### src/rtl/pbo_pkg.sv
// Shared types, widths and helpers for the polyline bisector offset block.
package pbo_pkg;

  localparam int COORD_WIDTH = 32;
  localparam int DIST_W      = 25;
  localparam logic [DIST_W-1:0] DIST_RESET = DIST_W'(262144);

  // Unit vectors are Q2.30.
  localparam int UNIT_SHIFT = 30;
  localparam int UNIT_W     = UNIT_SHIFT + 2;

  localparam int DIFF_W     = COORD_WIDTH + 1;
  localparam int MAG_W      = (DIFF_W > UNIT_W) ? DIFF_W : UNIT_W;
  localparam int NORM_STEPS = $clog2(MAG_W);
  localparam int NORM_W     = UNIT_SHIFT + 1;
  localparam int SQR_W      = 2 * NORM_W;
  localparam int SUM_W      = SQR_W + 2;
  localparam int ROOT_W     = SUM_W / 2;
  localparam int SQRT_STEPS = ROOT_W;
  localparam int REM_W      = ROOT_W + 2;
  localparam int QUO_W      = NORM_W;
  localparam int DIV_STEPS  = QUO_W;
  localparam int NUM_W      = NORM_W + UNIT_SHIFT + 1;
  localparam int UNIT_LAT   = 1 + NORM_STEPS + 3 + SQRT_STEPS + 1 + DIV_STEPS + 1;

  localparam int BIS_W      = UNIT_W + 1;
  localparam int PROD_W     = DIST_W + UNIT_W - 1;
  localparam int OFS_W      = PROD_W - UNIT_SHIFT + 1;
  localparam int CROSS_W    = 2 * UNIT_W + 1;
  localparam int SUM_OUT_W  = ((COORD_WIDTH > OFS_W) ? COORD_WIDTH : OFS_W) + 1;
  localparam int SAT_TOP_W  = SUM_OUT_W - COORD_WIDTH + 1;

  localparam int QDEPTH = 4;
  localparam int QPTR_W = $clog2(QDEPTH);
  localparam int QCNT_W = QPTR_W + 1;

  typedef struct packed {
    logic signed [COORD_WIDTH-1:0] prev_x;
    logic signed [COORD_WIDTH-1:0] prev_y;
    logic signed [COORD_WIDTH-1:0] cur_x;
    logic signed [COORD_WIDTH-1:0] cur_y;
    logic signed [COORD_WIDTH-1:0] next_x;
    logic signed [COORD_WIDTH-1:0] next_y;
  } in_item_t;

  typedef struct packed {
    logic signed [COORD_WIDTH-1:0] inner_x;
    logic signed [COORD_WIDTH-1:0] inner_y;
    logic signed [COORD_WIDTH-1:0] outer_x;
    logic signed [COORD_WIDTH-1:0] outer_y;
    logic                          degenerate;
  } out_item_t;

  typedef struct packed {
    logic signed [COORD_WIDTH-1:0] cur_x;
    logic signed [COORD_WIDTH-1:0] cur_y;
    logic signed [DIFF_W-1:0]      d1_x;
    logic signed [DIFF_W-1:0]      d1_y;
    logic signed [DIFF_W-1:0]      d2_x;
    logic signed [DIFF_W-1:0]      d2_y;
    logic                          dir_zero;
  } dir_item_t;

  function automatic logic [COORD_WIDTH-1:0] sat_coord(input logic [SUM_OUT_W-1:0] v);
    logic [SAT_TOP_W-1:0]   top;
    logic [COORD_WIDTH-1:0] r;
    top = v[SUM_OUT_W-1:COORD_WIDTH-1];
    if (top == '0 || top == '1) begin
      r = v[COORD_WIDTH-1:0];
    end else if (v[SUM_OUT_W-1]) begin
      r = {1'b1, {(COORD_WIDTH-1){1'b0}}};
    end else begin
      r = {1'b0, {(COORD_WIDTH-1){1'b1}}};
    end
    return r;
  endfunction

endpackage

### src/rtl/pbo_front.sv
// Front end: forms the two direction vectors and flags zero-length ones.
module pbo_front import pbo_pkg::*; (
  input  in_item_t  item,
  output dir_item_t rec
);

  always_comb begin
    rec.cur_x = item.cur_x;
    rec.cur_y = item.cur_y;
    rec.d1_x  = DIFF_W'(item.cur_x) - DIFF_W'(item.prev_x);
    rec.d1_y  = DIFF_W'(item.cur_y) - DIFF_W'(item.prev_y);
    rec.d2_x  = DIFF_W'(item.next_x) - DIFF_W'(item.cur_x);
    rec.d2_y  = DIFF_W'(item.next_y) - DIFF_W'(item.cur_y);
    rec.dir_zero = ((item.cur_x == item.prev_x) && (item.cur_y == item.prev_y)) ||
                   ((item.next_x == item.cur_x) && (item.next_y == item.cur_y));
  end

endmodule

### config.mk
export PLATFORM = sky130hd
export DESIGN_NAME = pbo_front
export DESIGN_NICKNAME = d
export VERILOG_FILES = /design/src/rtl/pbo_pkg.sv /design/src/rtl/pbo_front.sv
export SDC_FILE = /design/constraint.sdc
export NUM_CORES = 1
export LEC_CHECK = 0
export BUFFER_PORTS_ARGS = -buffer_cell sky130_fd_sc_hd__buf_4
export CORE_AREA = 4 4 148 150
export DETAILED_ROUTE_END_ITERATION = 7
export DIE_AREA = 0 0 152 154
export GPL_TIMING_DRIVEN = 0
export PLACE_DENSITY = 0.69
export SLEW_MARGIN = 25
export SYNTH_ARGS = -nofsm -noshare
export SYNTH_HDL_FRONTEND = slang
export SYNTH_SLANG_ARGS = --single-unit
### constraint.sdc
create_clock -name vclk -period 5.4
set_input_delay 0.27 -clock vclk [all_inputs]
set_output_delay 0.27 -clock vclk [all_outputs]
set_load 0.05 [all_outputs]
==> results_dict.tcl <==
set metrics [dict create \
    yosys.area.top_type "ha_1" \
    ant_nets 0 \
    power_frac_seq_pct 0 \
    cp_top_family "compound AO/OA/AOI/OAI gates" \
    area_growth_syn_to_layout_pct 40.86 \
    crit_path_top_delay_cell "a21boi_0" \
    yosys-top-cells-count "inv_1, ha_1, a21oi_1" \
    routedWlPerCell_um 17.14 \
    ys_warn_count 0 \
    clkbuf_count 0 \
    pwr-share-clk_pct 0 \
    drc 0 \
    grt_max_degree 11 \
    cp.required_ns 5.13 \
    synthTopCellsByArea "ha_1, a21oi_1, inv_1" \
    whs_path_depth 3 \
    drive_gt1_share_pct 30.08 \
    core_um2 20690 \
    holdWs_ns 0.9037 \
    dp_hpwl_um 28640 \
    max-slew-margin-rel_pct 45.11 \
    grt-ovfl-total 0 \
    crit_path_end_kind "output pin" \
    vias 9895 \
    gp_congestion 0.8966 \
    hold_end "rec[140]" \
    final_cells 1874 \
    drtPass1Iterations 5 \
    wl_um 32120 \
    fmax_mhz 284.8 \
    postSynthCellCount 1210 \
    fin_crit_sh_pct 65.03 \
    arrival_ns 3.24 \
    vias_per_cell 5.280 \
    grt_use_total_pct 25.12 \
    design_area_um2 11250 \
    synth.avg_cell_area_um2 6.602 \
    flops_and_latches 0 \
    post-synth-top-count-cell "inv_1" \
    die_h_um 154 \
    grt_pass1_vias 9190 \
    start_util_pct 38.61 \
    portBuffers 389 \
    hold_buffers 0 \
    p_int_w 0.0007964 \
    worstHoldPathType "input port to output pin" \
    final_core_util_pct 54.39 \
    die_x_um 152 \
    num-nets-final 1925 \
    finalMaxSlewViolations 0 \
    finalHoldViolCount 0 \
    worst_slew_pin_slew_ns 0.8159 \
    synth.net_count 1534 \
    synth_seq_area_share_pct 0 \
    cts_resized 0 \
    worstPathCellList "buf_4 > ha_1 > fa_1 > nor2b_1 > o21a_1 > o21ai_0 > a21boi_0 > a21oi_1 > o21bai_1 > a21oi_1 > xnor2_1 > buf_4" \
    grt_antenna_before_repair 0 \
    min_period_ns 3.512 \
    syn_area_um2 7989 \
    p_switching_w 0.001605 \
    drtIter0Drc 426 \
    maxCapViolCount 0 \
    p_sw_share_pct 66.83 \
    yosysUniqueCellTypes 73 \
    comb_power_share_pct 100.0 \
    rsz0062_at_grt "no" \
    peakVddDrop_mv 0.1331 \
    status "complete, no violations" \
    ios 389 \
    power.leakage_nw 6.166 \
    rows 53 \
    path_max_fanout 4 \
    dp.cells 1874 \
    hold_path_startpoint "item[71]" \
    path_class "input port to output pin" \
    tns_ns 0 \
    start_kind "input port" \
    placed_area_um2 11250 \
    antenna_cells 0 \
    cpPeakStageDelay_ns 0.46 \
    dieArea_um2 23410 \
    p_per_area_nw_per_um2 213.4 \
    regArea_um2 0 \
    grt_pass1_wl_um 49210 \
    cp.buffers_inverters 2 \
    postCtsSetupBuffers 0 \
    setup_viol 0 \
    synth_top_area_share_pct 20.05 \
]
layer usage:
layer / track usage [%] / part of all wire, %
met5: 0 / 0
met3: 4.306 / 7.0
met4: 3.682 / 1.8
met2: 44.33 / 47
met1: 32.81 / 44
kinds of logic after synthesis:
logic type / Yosys count / synth area share (%)
xor+xnor: 108 / 11.84
buf+inv: 261 / 15.32
mux: 2 / 0.2506
fa+ha+maj: 132 / 21.05
compound gates: 391 / 32.04
simple gates: 316 / 19.50
through the flow:
stage	setup WS, ns	power, W
6_report	1.888	0.002401
5_1_grt	1.805	0.002545
4_1_cts	1.978	0.002402
3_5_place_dp	1.987	0.002393
3_3_place_gp	1.958	0.002386
2_1_floorplan	1.897	0.001654
layout by cell type, fill, tap and decap left out, types with 6 or more instances in the layout:
master,synthesis,layout
clkbuf_1,27,27
a21o_1,63,63
nor4_1,7,7
nand4_1,20,20
nor2b_1,15,15
nor2_1,73,73
xnor2_1,68,68
o211ai_1,9,9
or2_2,6,6
a211oi_1,8,8
buf_4,64,453
a21oi_1,126,126
xor2_1,40,40
a31oi_1,13,13
a21boi_0,6,6
nand2_1,82,82
nand3_1,39,39
o21a_1,16,16
ha_1,128,128
and3_1,15,15
nand2b_1,16,16
inv_1,167,167
o31ai_1,8,8
nor3_1,16,16
o21ai_0,63,63
o21bai_1,14,14
worst max-delay path by stage:
| stage | endpoint | slack, ns | cells past startpoint | start |
|---|---|---|---|---|
| 2_1_floorplan | rec[97] | 1.90 | 11 | item[64] |
| 3_3_place_gp | rec[29] | 1.96 | 12 | item[64] |
| 3_5_place_dp | rec[29] | 1.99 | 12 | item[64] |
| 4_1_cts | rec[29] | 1.98 | 12 | item[64] |
| 5_1_grt | rec[29] | 1.80 | 12 | item[64] |
| 6_report | rec[29] | 1.89 | 12 | item[64] |
power by group through the flow:
| stage | combinational, W | sequential, W | clock, W |
|---|---|---|---|
| global route | 0.00255 | 0 | 0 |
| detailed placement | 0.00239 | 0 | 0 |
| finish | 0.00240 | 0 | 0 |
| global placement | 0.00239 | 0 | 0 |
| CTS | 0.00240 | 0 | 0 |
| floorplan | 0.00165 | 0 | 0 |
cell type report:
type,instances,area (µm²)
multi-input cells,949,6765
plain buffers,94,596.8
repair buffers,389,2920
well taps,275,344.1
fillers,2208,9437
inverters,167,626.9
No activity file was read; power rests on OpenSTA's default activity.
