==> src/rtl/pbo_pkg.sv <==
// Shared types, widths and helpers for the polyline bisector offset block.
package pbo_pkg;

  localparam int COORD_WIDTH = 32;
  localparam int DIST_W      = 25;
  localparam logic [DIST_W-1:0] DIST_RESET = DIST_W'(262144);

  // Unit vectors are Q2.30.
  localparam int UNIT_SHIFT = 30;
  localparam int UNIT_W     = UNIT_SHIFT + 2;

  localparam int DIFF_W     = COORD_WIDTH + 1;
  localparam int MAG_W      = (DIFF_W > UNIT_W) ? DIFF_W : UNIT_W;
  localparam int NORM_STEPS = $clog2(MAG_W);
  localparam int NORM_W     = UNIT_SHIFT + 1;
  localparam int SQR_W      = 2 * NORM_W;
  localparam int SUM_W      = SQR_W + 2;
  localparam int ROOT_W     = SUM_W / 2;
  localparam int SQRT_STEPS = ROOT_W;
  localparam int REM_W      = ROOT_W + 2;
  localparam int QUO_W      = NORM_W;
  localparam int DIV_STEPS  = QUO_W;
  localparam int NUM_W      = NORM_W + UNIT_SHIFT + 1;
  localparam int UNIT_LAT   = 1 + NORM_STEPS + 3 + SQRT_STEPS + 1 + DIV_STEPS + 1;

  localparam int BIS_W      = UNIT_W + 1;
  localparam int PROD_W     = DIST_W + UNIT_W - 1;
  localparam int OFS_W      = PROD_W - UNIT_SHIFT + 1;
  localparam int CROSS_W    = 2 * UNIT_W + 1;
  localparam int SUM_OUT_W  = ((COORD_WIDTH > OFS_W) ? COORD_WIDTH : OFS_W) + 1;
  localparam int SAT_TOP_W  = SUM_OUT_W - COORD_WIDTH + 1;

  localparam int QDEPTH = 4;
  localparam int QPTR_W = $clog2(QDEPTH);
  localparam int QCNT_W = QPTR_W + 1;

  typedef struct packed {
    logic signed [COORD_WIDTH-1:0] prev_x;
    logic signed [COORD_WIDTH-1:0] prev_y;
    logic signed [COORD_WIDTH-1:0] cur_x;
    logic signed [COORD_WIDTH-1:0] cur_y;
    logic signed [COORD_WIDTH-1:0] next_x;
    logic signed [COORD_WIDTH-1:0] next_y;
  } in_item_t;

  typedef struct packed {
    logic signed [COORD_WIDTH-1:0] inner_x;
    logic signed [COORD_WIDTH-1:0] inner_y;
    logic signed [COORD_WIDTH-1:0] outer_x;
    logic signed [COORD_WIDTH-1:0] outer_y;
    logic                          degenerate;
  } out_item_t;

  typedef struct packed {
    logic signed [COORD_WIDTH-1:0] cur_x;
    logic signed [COORD_WIDTH-1:0] cur_y;
    logic signed [DIFF_W-1:0]      d1_x;
    logic signed [DIFF_W-1:0]      d1_y;
    logic signed [DIFF_W-1:0]      d2_x;
    logic signed [DIFF_W-1:0]      d2_y;
    logic                          dir_zero;
  } dir_item_t;

  function automatic logic [COORD_WIDTH-1:0] sat_coord(input logic [SUM_OUT_W-1:0] v);
    logic [SAT_TOP_W-1:0]   top;
    logic [COORD_WIDTH-1:0] r;
    top = v[SUM_OUT_W-1:COORD_WIDTH-1];
    if (top == '0 || top == '1) begin
      r = v[COORD_WIDTH-1:0];
    end else if (v[SUM_OUT_W-1]) begin
      r = {1'b1, {(COORD_WIDTH-1){1'b0}}};
    end else begin
      r = {1'b0, {(COORD_WIDTH-1){1'b1}}};
    end
    return r;
  endfunction

endpackage

==> src/rtl/pbo_queue.sv <==
// Small FIFO between the front end and the arithmetic back end.
module pbo_queue import pbo_pkg::*; (
  input  logic      clk,
  input  logic      rst_n,
  input  logic      push,
  input  dir_item_t push_item,
  output logic      full,
  output logic      pop_v,
  output dir_item_t pop_item
);

  dir_item_t           mem_r [0:QDEPTH-1];
  logic [QPTR_W-1:0]   wp_r, wp_nxt;
  logic [QPTR_W-1:0]   rp_r, rp_nxt;
  logic [QCNT_W-1:0]   cnt_r, cnt_nxt;

  assign full     = (cnt_r == QCNT_W'(QDEPTH));
  assign pop_v    = (cnt_r != '0);
  assign pop_item = mem_r[rp_r];

  // The back end never stalls, so the head leaves whenever there is one.
  always_comb begin
    wp_nxt  = push ? wp_r + 1'b1 : wp_r;
    rp_nxt  = pop_v ? rp_r + 1'b1 : rp_r;
    cnt_nxt = cnt_r + QCNT_W'(push) - QCNT_W'(pop_v);
  end

  always_ff @(posedge clk) begin
    if (!rst_n) begin
      wp_r  <= '0;
      rp_r  <= '0;
      cnt_r <= '0;
    end else begin
      wp_r  <= wp_nxt;
      rp_r  <= rp_nxt;
      cnt_r <= cnt_nxt;
    end
  end

  always_ff @(posedge clk) begin
    if (push) begin
      mem_r[wp_r] <= push_item;
    end
  end

endmodule

==> config.mk <==
export PLATFORM = sky130hd
export DESIGN_NAME = pbo_queue
export DESIGN_NICKNAME = d
export VERILOG_FILES = /design/src/rtl/pbo_pkg.sv /design/src/rtl/pbo_queue.sv
export SDC_FILE = /design/constraint.sdc
export NUM_CORES = 1
export LEC_CHECK = 0
export ABC_AREA = 1
export BUFFER_PORTS_ARGS = -buffer_cell sky130_fd_sc_hd__buf_2
export CORE_ASPECT_RATIO = 1.5
export CORE_MARGIN = 2
export CORE_UTILIZATION = 40
export CTS_CLUSTER_SIZE = 10
export DETAILED_ROUTE_END_ITERATION = 10
export SLEW_MARGIN = 30
export SYNTH_ARGS = -nofsm -noshare
export SYNTH_HDL_FRONTEND = slang
export SYNTH_SLANG_ARGS = --single-unit
==> constraint.sdc <==
create_clock -name clk -period 5.55 [get_ports clk]
set_clock_uncertainty 0.2 [all_clocks]
set_input_delay 1.11 -clock clk [delete_from_list [all_inputs] [get_ports clk]]
set_output_delay 1.11 -clock clk [all_outputs]
set_load 0.005 [all_outputs]
==> flow_metrics.py, run 1 <==
metrics = {
    "logic_synthesis": {
        "yosysWarnings": 0,
        "synth_common_cells": "788 x edfxtp_1, 411 x inv_1, 409 x nand2_1, 203 x a21oi_1, 199 x o21ai_0",
        "synth.cell_area_mm2": 0.0323,
        "yosysMostFrequentCell": "edfxtp_1",
        "netlist.area_leader.share": 0.732,
        "ys.flop_type": "edfxtp_1",
        "synth_nets": 2568,
        "syn_area_per_cell_um2": 13.7,
        "ys_async_sr_fraction": 0,
        "synth_area_leader_cell": "edfxtp_1",
        "yosys_register_bits": 797,
        "synth_cell_types": 17,
        "synth_edf_count": 788,
        "seq_area_frac_synth": 0.738,
        "synth_cells": 2361,
        "synth_area_leaders": "edfxtp_1 73%, o211ai_2 7.0%, inv_1 4.8%",
    },
    "setup_path": {
        "cp-end-kind": "output port",
        "worstSetupStartpointType": "flip-flop",
        "crit_buf_inv": 2,
        "worstPathRequired_ps": 4240,
        "slowest_stage": "dfxtp_4",
        "path_cells": "buf_12 > a21oi_1 > o21ai_0 > nand2_1 > buf_2",
        "cp_max_fo": 130,
        "critical-path-top-delay-family": "flip-flops",
        "crit_type": "flip-flop to output port",
        "worst_path_largest_cell_delay_ps": 890,
        "cp_data_arrival_time_ps": 2760,
    },
    "placed_design": {
        "hpwlAfterDp_mm": 40.7,
        "port_buffers": 398,
        "place_inst": 3689,
        "gp_congestion": 0.755,
        "place_area_mm2": 0.0352,
    },
    "power": {
        "peakVddDrop_mv": 0.362,
        "leakage_nw": 14.3,
        "powerDensity_mw_per_mm2": 454,
    },
    "clocking": {
        "cts_resized": 0,
        "worstSkewPairLatency_ps": 640,
        "clk_pin_slew_ps": 60,
        "max-clock-path-buffers": 3,
        "cts_inserted_buffers": 90,
        "holdBufCountCts": 0,
        "cts_tree": "built",
        "htreeDepth": 3,
        "post-cts-setup-buffers": 0,
        "clock_sinks": 797,
        "ctsRootBufferMaster": "clkbuf_16",
    },
    "floorplanning": {
        "start_util": 0.404,
        "fp.dieW_um": 236,
        "rows": 127,
        "core_area_mm2": 0.0799,
        "ios": 399,
        "die_area_mm2": 0.0831,
        "die_h_um": 352,
    },
    "global_routing": {
        "antenna_found_initial": 19,
        "track_usage": 0.162,
        "grtUsageMet1": 0.183,
        "grt_max_degree": 137,
        "grtUsageMet3": 0.0451,
        "top_usage_layer": "met2",
        "grt-ovfl-total": 0,
        "grt_pass1_vias": 19200,
        "grt_pass1_wl_mm": 105,
        "grtUsageMet2": 0.289,
    },
    "detailed_routing": {
        "route.detailed.drc": 0,
        "viasPerCell": 4.89,
        "drt_iter0_markers": 1019,
        "ant_nets": 0,
        "routed_wl_mm": 68.0,
        "drt_pre_antenna_iters": 4,
        "wl_per_cell_um": 17.8,
        "vias": 18600,
    },
    "run": {
        "cap_violations": 0,
    },
    "timing": {
        "drv_slew": 0,
        "tightest_slew_ps": 878,
        "finalSetupTns_ps": 0,
        "finalHoldViolations": 0,
        "rsz0062_at_grt": "no",
        "period_minus_slack_ps": 4070,
        "setup_viol": 0,
        "maxSlewHeadroom": 0.413,
        "period_share": 0.733,
        "fmax_mhz": 246,
    },
    "layout": {
        "finalNonFillerCells": 3812,
        "fin_nets": 2956,
        "design_area_mm2": 0.0377,
        "multi_input_area_mm2": 0.00605,
        "final_layout_size_suffix_gt1_frac": 0.257,
        "area_growth_pct": 16.6,
        "seqCellArea_mm2": 0.0239,
        "n_fill_cell": 6980,
    },
    "run_status": {
        "outcome": "complete, no violations",
    },
    "min_path": {
        "hold_class": "flip-flop to flip-flop",
    },
}
-- metal layers --
metal  vias up  wire length [um]
li1       8982                 -
met1      9031             26200
met2       458             35200
met3       136              4440
met4        18              2100
met5         -               125
-- registers in the layout, summed over array words and instances, names as in the netlist, named ones only --
register and count:
wp_r 2, cnt_r 3, mem_r 788, rp_r 2
-- report_power, final --
| group | switching [mW] | internal, mW | leakage (nW) |
|---|---|---|---|
| clock | 2.20 | 2.97 | 1.21 |
| combinational | 3.08 | 1.76 | 5.77 |
| sequential | 0.181 | 6.92 | 7.31 |
-- metrics by stage --
stage                     power, mW  hold WS [ps]  worst slack [ps]  utilization
after CTS                      17.4           338              1430        0.471
after detailed placement       12.2           326              2130        0.440
after floorplan                10.4           284               836            -
after global placement         12.0           288              2080        0.440
after global routing           18.1           357              1300        0.472
final                          17.1           344              1480        0.472
-- final cells by class --
cell class / instances / share of cell area
clock inverter: 7 / 0.00338
sequential: 797 / 0.633
multi-input combinational: 1021 / 0.160
timing repair buffer: 428 / 0.0650
inverter: 411 / 0.0413
antenna: 9 / 0.000597
tap: 1032 / 0.0342
clock buffer: 107 / 0.0625
-- worst reg2reg max path, delay by kind of cell, from the launching register on --
kind	cells	cell delay (ps)
buffers and inverters	2	1240
and+or+nand+nor	1	110
DFF	1	330
adders and majority gates	1	220
-- placed cells by master, fill, tap and decap left out, types with 12 or more instances in the layout --
cell	n
inv_1	407
clkbuf_1	15
a21oi_1	203
buf_4	12
edfxtp_1	788
buf_12	17
buf_2	398
o211ai_2	180
o211ai_1	17
clkbuf_16	92
o21ai_0	199
nand2_1	409
-- worst paths after layout --
path	startpoint	end	depth (start not counted)	slack [ps]
worst max register to register	wp_r[0]$_SDFFE_PN0P_	mem_r[3][121]$_DFFE_PP_	4	2970
worst max-delay path	flip-flop	pop_item[82]	5	1480
worst min register to register	rp_r[1]$_SDFFE_PN0N_	flip-flop	2	340
worst min-delay path	rp_r[1]$_SDFFE_PN0N_	flip-flop	2	340
-- cell families (layout without fill, tap and decap cells) --
kind of cell / after synthesis / count (layout) / share of synthesized area
simple gates: 415 / 415 / 0.0483
buf+inv: 543 / 953 / 0.0753
compound gates: 599 / 599 / 0.136
fa+ha+maj: 7 / 7 / 0.00294
flops: 797 / 797 / 0.738
other cells: 0 / 9 / 0
Note: power is estimated with default switching activity, not from simulation.
==> inputs of run 2 (changes only) <==
--- a/config.mk
+++ b/config.mk
@@ -5,7 +5,7 @@
 export SDC_FILE = /design/constraint.sdc
 export NUM_CORES = 1
 export LEC_CHECK = 0
-export ABC_AREA = 1
+export ABC_AREA = 0
 export BUFFER_PORTS_ARGS = -buffer_cell sky130_fd_sc_hd__buf_2
 export CORE_ASPECT_RATIO = 1.5
 export CORE_MARGIN = 2
==> constraint.sdc (replaced) <==
create_clock -name clk -period 3.98 [get_ports clk]
set_clock_uncertainty 0.2 [all_clocks]
set_input_delay 0.796 -clock clk [delete_from_list [all_inputs] [get_ports clk]]
set_output_delay 0.796 -clock clk [all_outputs]
set_load 0.005 [all_outputs]
==> run 2 against run 1 <==
Compared with the run above: critical endpoint is now pop_item[25]; flip-flop and latch count stayed put; first-iteration DRC count is 22% lower; register-to-register slack worse by 1300 ps; critical path depth is 2 lower; non-clock buffer count is 20 higher.
==> flow_metrics.py, run 2 <==
metrics = {
    "run_status": {
        "outcome": "complete, no violations",
    },
    "logic_synthesis": {
        "synth.cell_area_mm2": 0.0289,
        "yosys_register_bits": 797,
        "synth_cells": 1072,
        "yosysWarnings": 0,
        "ys.flop_type": "edfxtp_1",
        "yosysMostFrequentCell": "edfxtp_1",
        "syn_area_per_cell_um2": 26.9,
        "synth_edf_count": 788,
        "synth_area_leaders": "edfxtp_1 82%, mux4_2 15%, dfxtp_1 0.62%",
        "netlist.area_leader.share": 0.820,
        "seq_area_frac_synth": 0.826,
        "synth_cell_types": 20,
        "synth_common_cells": "788 x edfxtp_1, 197 x mux4_2, 21 x buf_2, 16 x buf_6, 9 x dfxtp_1",
        "synth_area_leader_cell": "edfxtp_1",
        "ys_async_sr_fraction": 0,
        "synth_nets": 1279,
    },
    "layout": {
        "final_cell_mix": "788 x edfxtp_1, 398 x buf_2, 197 x mux4_2, 91 x clkbuf_16",
        "final_common_cell": "edfxtp_1",
        "fin_nets": 1775,
        "top_register": "mem_r",
        "n_fill_cell": 5805,
        "final_layout_size_suffix_gt1_frac": 0.473,
        "area_growth_pct": 20.6,
        "largest_register_ffs": 788,
        "design_area_mm2": 0.0348,
        "top_regs": "mem_r: 788 flops, cnt_r: 3 flops",
        "final_core_util": 0.487,
    },
    "setup_path": {
        "crit_buf_inv": 2,
        "crit_type": "flip-flop to output port",
        "worstSetupStartpointType": "flip-flop",
        "worstPathRequired_ps": 2980,
        "slowest_stage": "dfxtp_4",
        "critical-path-top-delay-family": "flip-flops",
        "worst_path_largest_cell_delay_ps": 660,
        "path_cells": "buf_12 > mux4_2 > buf_2",
        "cp_data_arrival_time_ps": 2540,
        "cp_max_fo": 49,
        "cp-end-kind": "output port",
    },
    "clocking": {
        "htreeDepth": 3,
        "clock_sinks": 797,
        "cts_tree": "built",
        "worstSkewPairLatency_ps": 620,
        "ctsRootBufferMaster": "clkbuf_16",
        "clk_pin_slew_ps": 50,
        "post-cts-setup-buffers": 0,
        "holdBufCountCts": 0,
        "max-clock-path-buffers": 3,
        "cts_resized": 0,
        "cts_inserted_buffers": 90,
    },
    "power": {
        "powerDensity_mw_per_mm2": 630,
        "peakVddDrop_mv": 0.412,
        "leakage_nw": 11.7,
    },
    "detailed_routing": {
        "dr_wl_met2_mm": 31.8,
        "wl_per_cell_um": 24.5,
        "viasPerCell": 5.21,
        "routed_wl_mm": 61.4,
        "drt_pre_antenna_iters": 5,
        "route.detailed.drc": 0,
        "wl_met3_mm": 4.20,
        "ant_nets": 0,
        "drt_iter0_markers": 793,
        "vias": 13100,
        "met1_length_mm": 23.5,
        "maxUsedRoutingLayer": "met5",
    },
    "floorplanning": {
        "start_util": 0.404,
        "die_h_um": 333,
        "fp.dieW_um": 223,
        "ios": 399,
        "rows": 120,
        "core_area_mm2": 0.0715,
        "die_area_mm2": 0.0744,
    },
    "timing": {
        "period_share": 0.887,
        "finalHoldViolations": 0,
        "drv_slew": 0,
        "fin_ws_ps": 448,
        "period_minus_slack_ps": 3530,
        "maxSlewHeadroom": 0.431,
        "fmax_mhz": 283,
        "finalSetupTns_ps": 0,
        "fin_hold_ws_ps": 177,
        "tightest_slew_ps": 854,
        "rsz0062_at_grt": "no",
        "setup_viol": 0,
    },
    "global_routing": {
        "antenna_found_initial": 22,
        "track_usage": 0.166,
        "grt_pass1_wl_mm": 90.9,
        "grt-ovfl-total": 0,
        "grt_pass1_vias": 14200,
        "grt_max_degree": 50,
    },
    "min_path": {
        "hold_class": "input pin to flip-flop",
    },
    "placed_design": {
        "port_buffers": 398,
        "gp_congestion": 0.713,
        "pre_cts_ws_ps": 965,
        "place_area_mm2": 0.0324,
        "hpwlAfterDp_mm": 39.1,
    },
    "run": {
        "cap_violations": 0,
    },
}
-- run 2: changes by cell type in the layout (fill, tap and decap cells not counted), moves of 4 or more --
cell and change:
a21oi_1 -203, and2_1 +4, and2_4 +4, buf_12 +8, buf_4 +13, clkbuf_1 -4, inv_1 -401, mux4_2 +197
nand2_1 -408, o211ai_1 -17, o211ai_2 -180, o21ai_0 -199
-- run 2: report_power, final --
part	total (mW)	internal (mW)	switching [mW]	leakage, nW
Clock	7.03	4.07	2.95	1.18
Combinational	4.97	2.63	2.34	3.17
Sequential	9.93	9.69	0.244	7.31
-- run 2: kinds of logic after synthesis --
logic type,count (synthesis),synth area share
AOI/OAI and AO/OA,1,0.000260
and+or+nand+nor,16,0.00342
adders and majority gates,7,0.00329
muxes,199,0.154
DFF,797,0.826
buffers and inverters,50,0.0116
xor gates and xnor gates,2,0.00108
-- run 2: worst paths after layout --
kind                           end  slack [ps]  depth (start not counted)            startpoint
max                   pop_item[25]         450                          3             flip-flop
min          mem_r[2][2]$_DFFE_PP_         180                          1          push_item[2]
max reg2reg    cnt_r[2]$_SDFF_PN0_        1670                          7   cnt_r[1]$_SDFF_PN0_
min reg2reg              flip-flop         270                          2  rp_r[1]$_SDFFE_PN0N_
-- run 2: cell type report --
type / instances / area, um2 / share of cell area
clock buffer: 102 / 2320 / 0.0666
antenna: 7 / 17.5 / 0.000503
timing repair buffer: 448 / 2680 / 0.0770
clock inverter: 8 / 83.8 / 0.00241
sequential: 797 / 23900 / 0.685
inverter: 6 / 22.5 / 0.000647
multi-input combinational: 225 / 4700 / 0.135
tap: 915 / 1140 / 0.0329
-- run 2: routing by layer --
layer	track usage	vias up
li1	-	5625
met1	0.196	6878
met2	0.286	415
met3	0.0495	129
met4	0.0607	20
met5	0	-
-- run 2: stage by stage --
step	std cells	power, mW
CTS	2501	22.3
detailed placement	2391	15.2
floorplan	1072	13.0
global route	2507	22.9
global placement	2391	15.2
finish	2508	21.9
-- run 2: worst reg2reg max path: cells and delay by family, from the launching register on --
kind          cells  cell delay (ps)
xor+xnor          1              180
flops             1              340
simple gates      2              580
fa+ha+maj         3              860
buf+inv           1               40
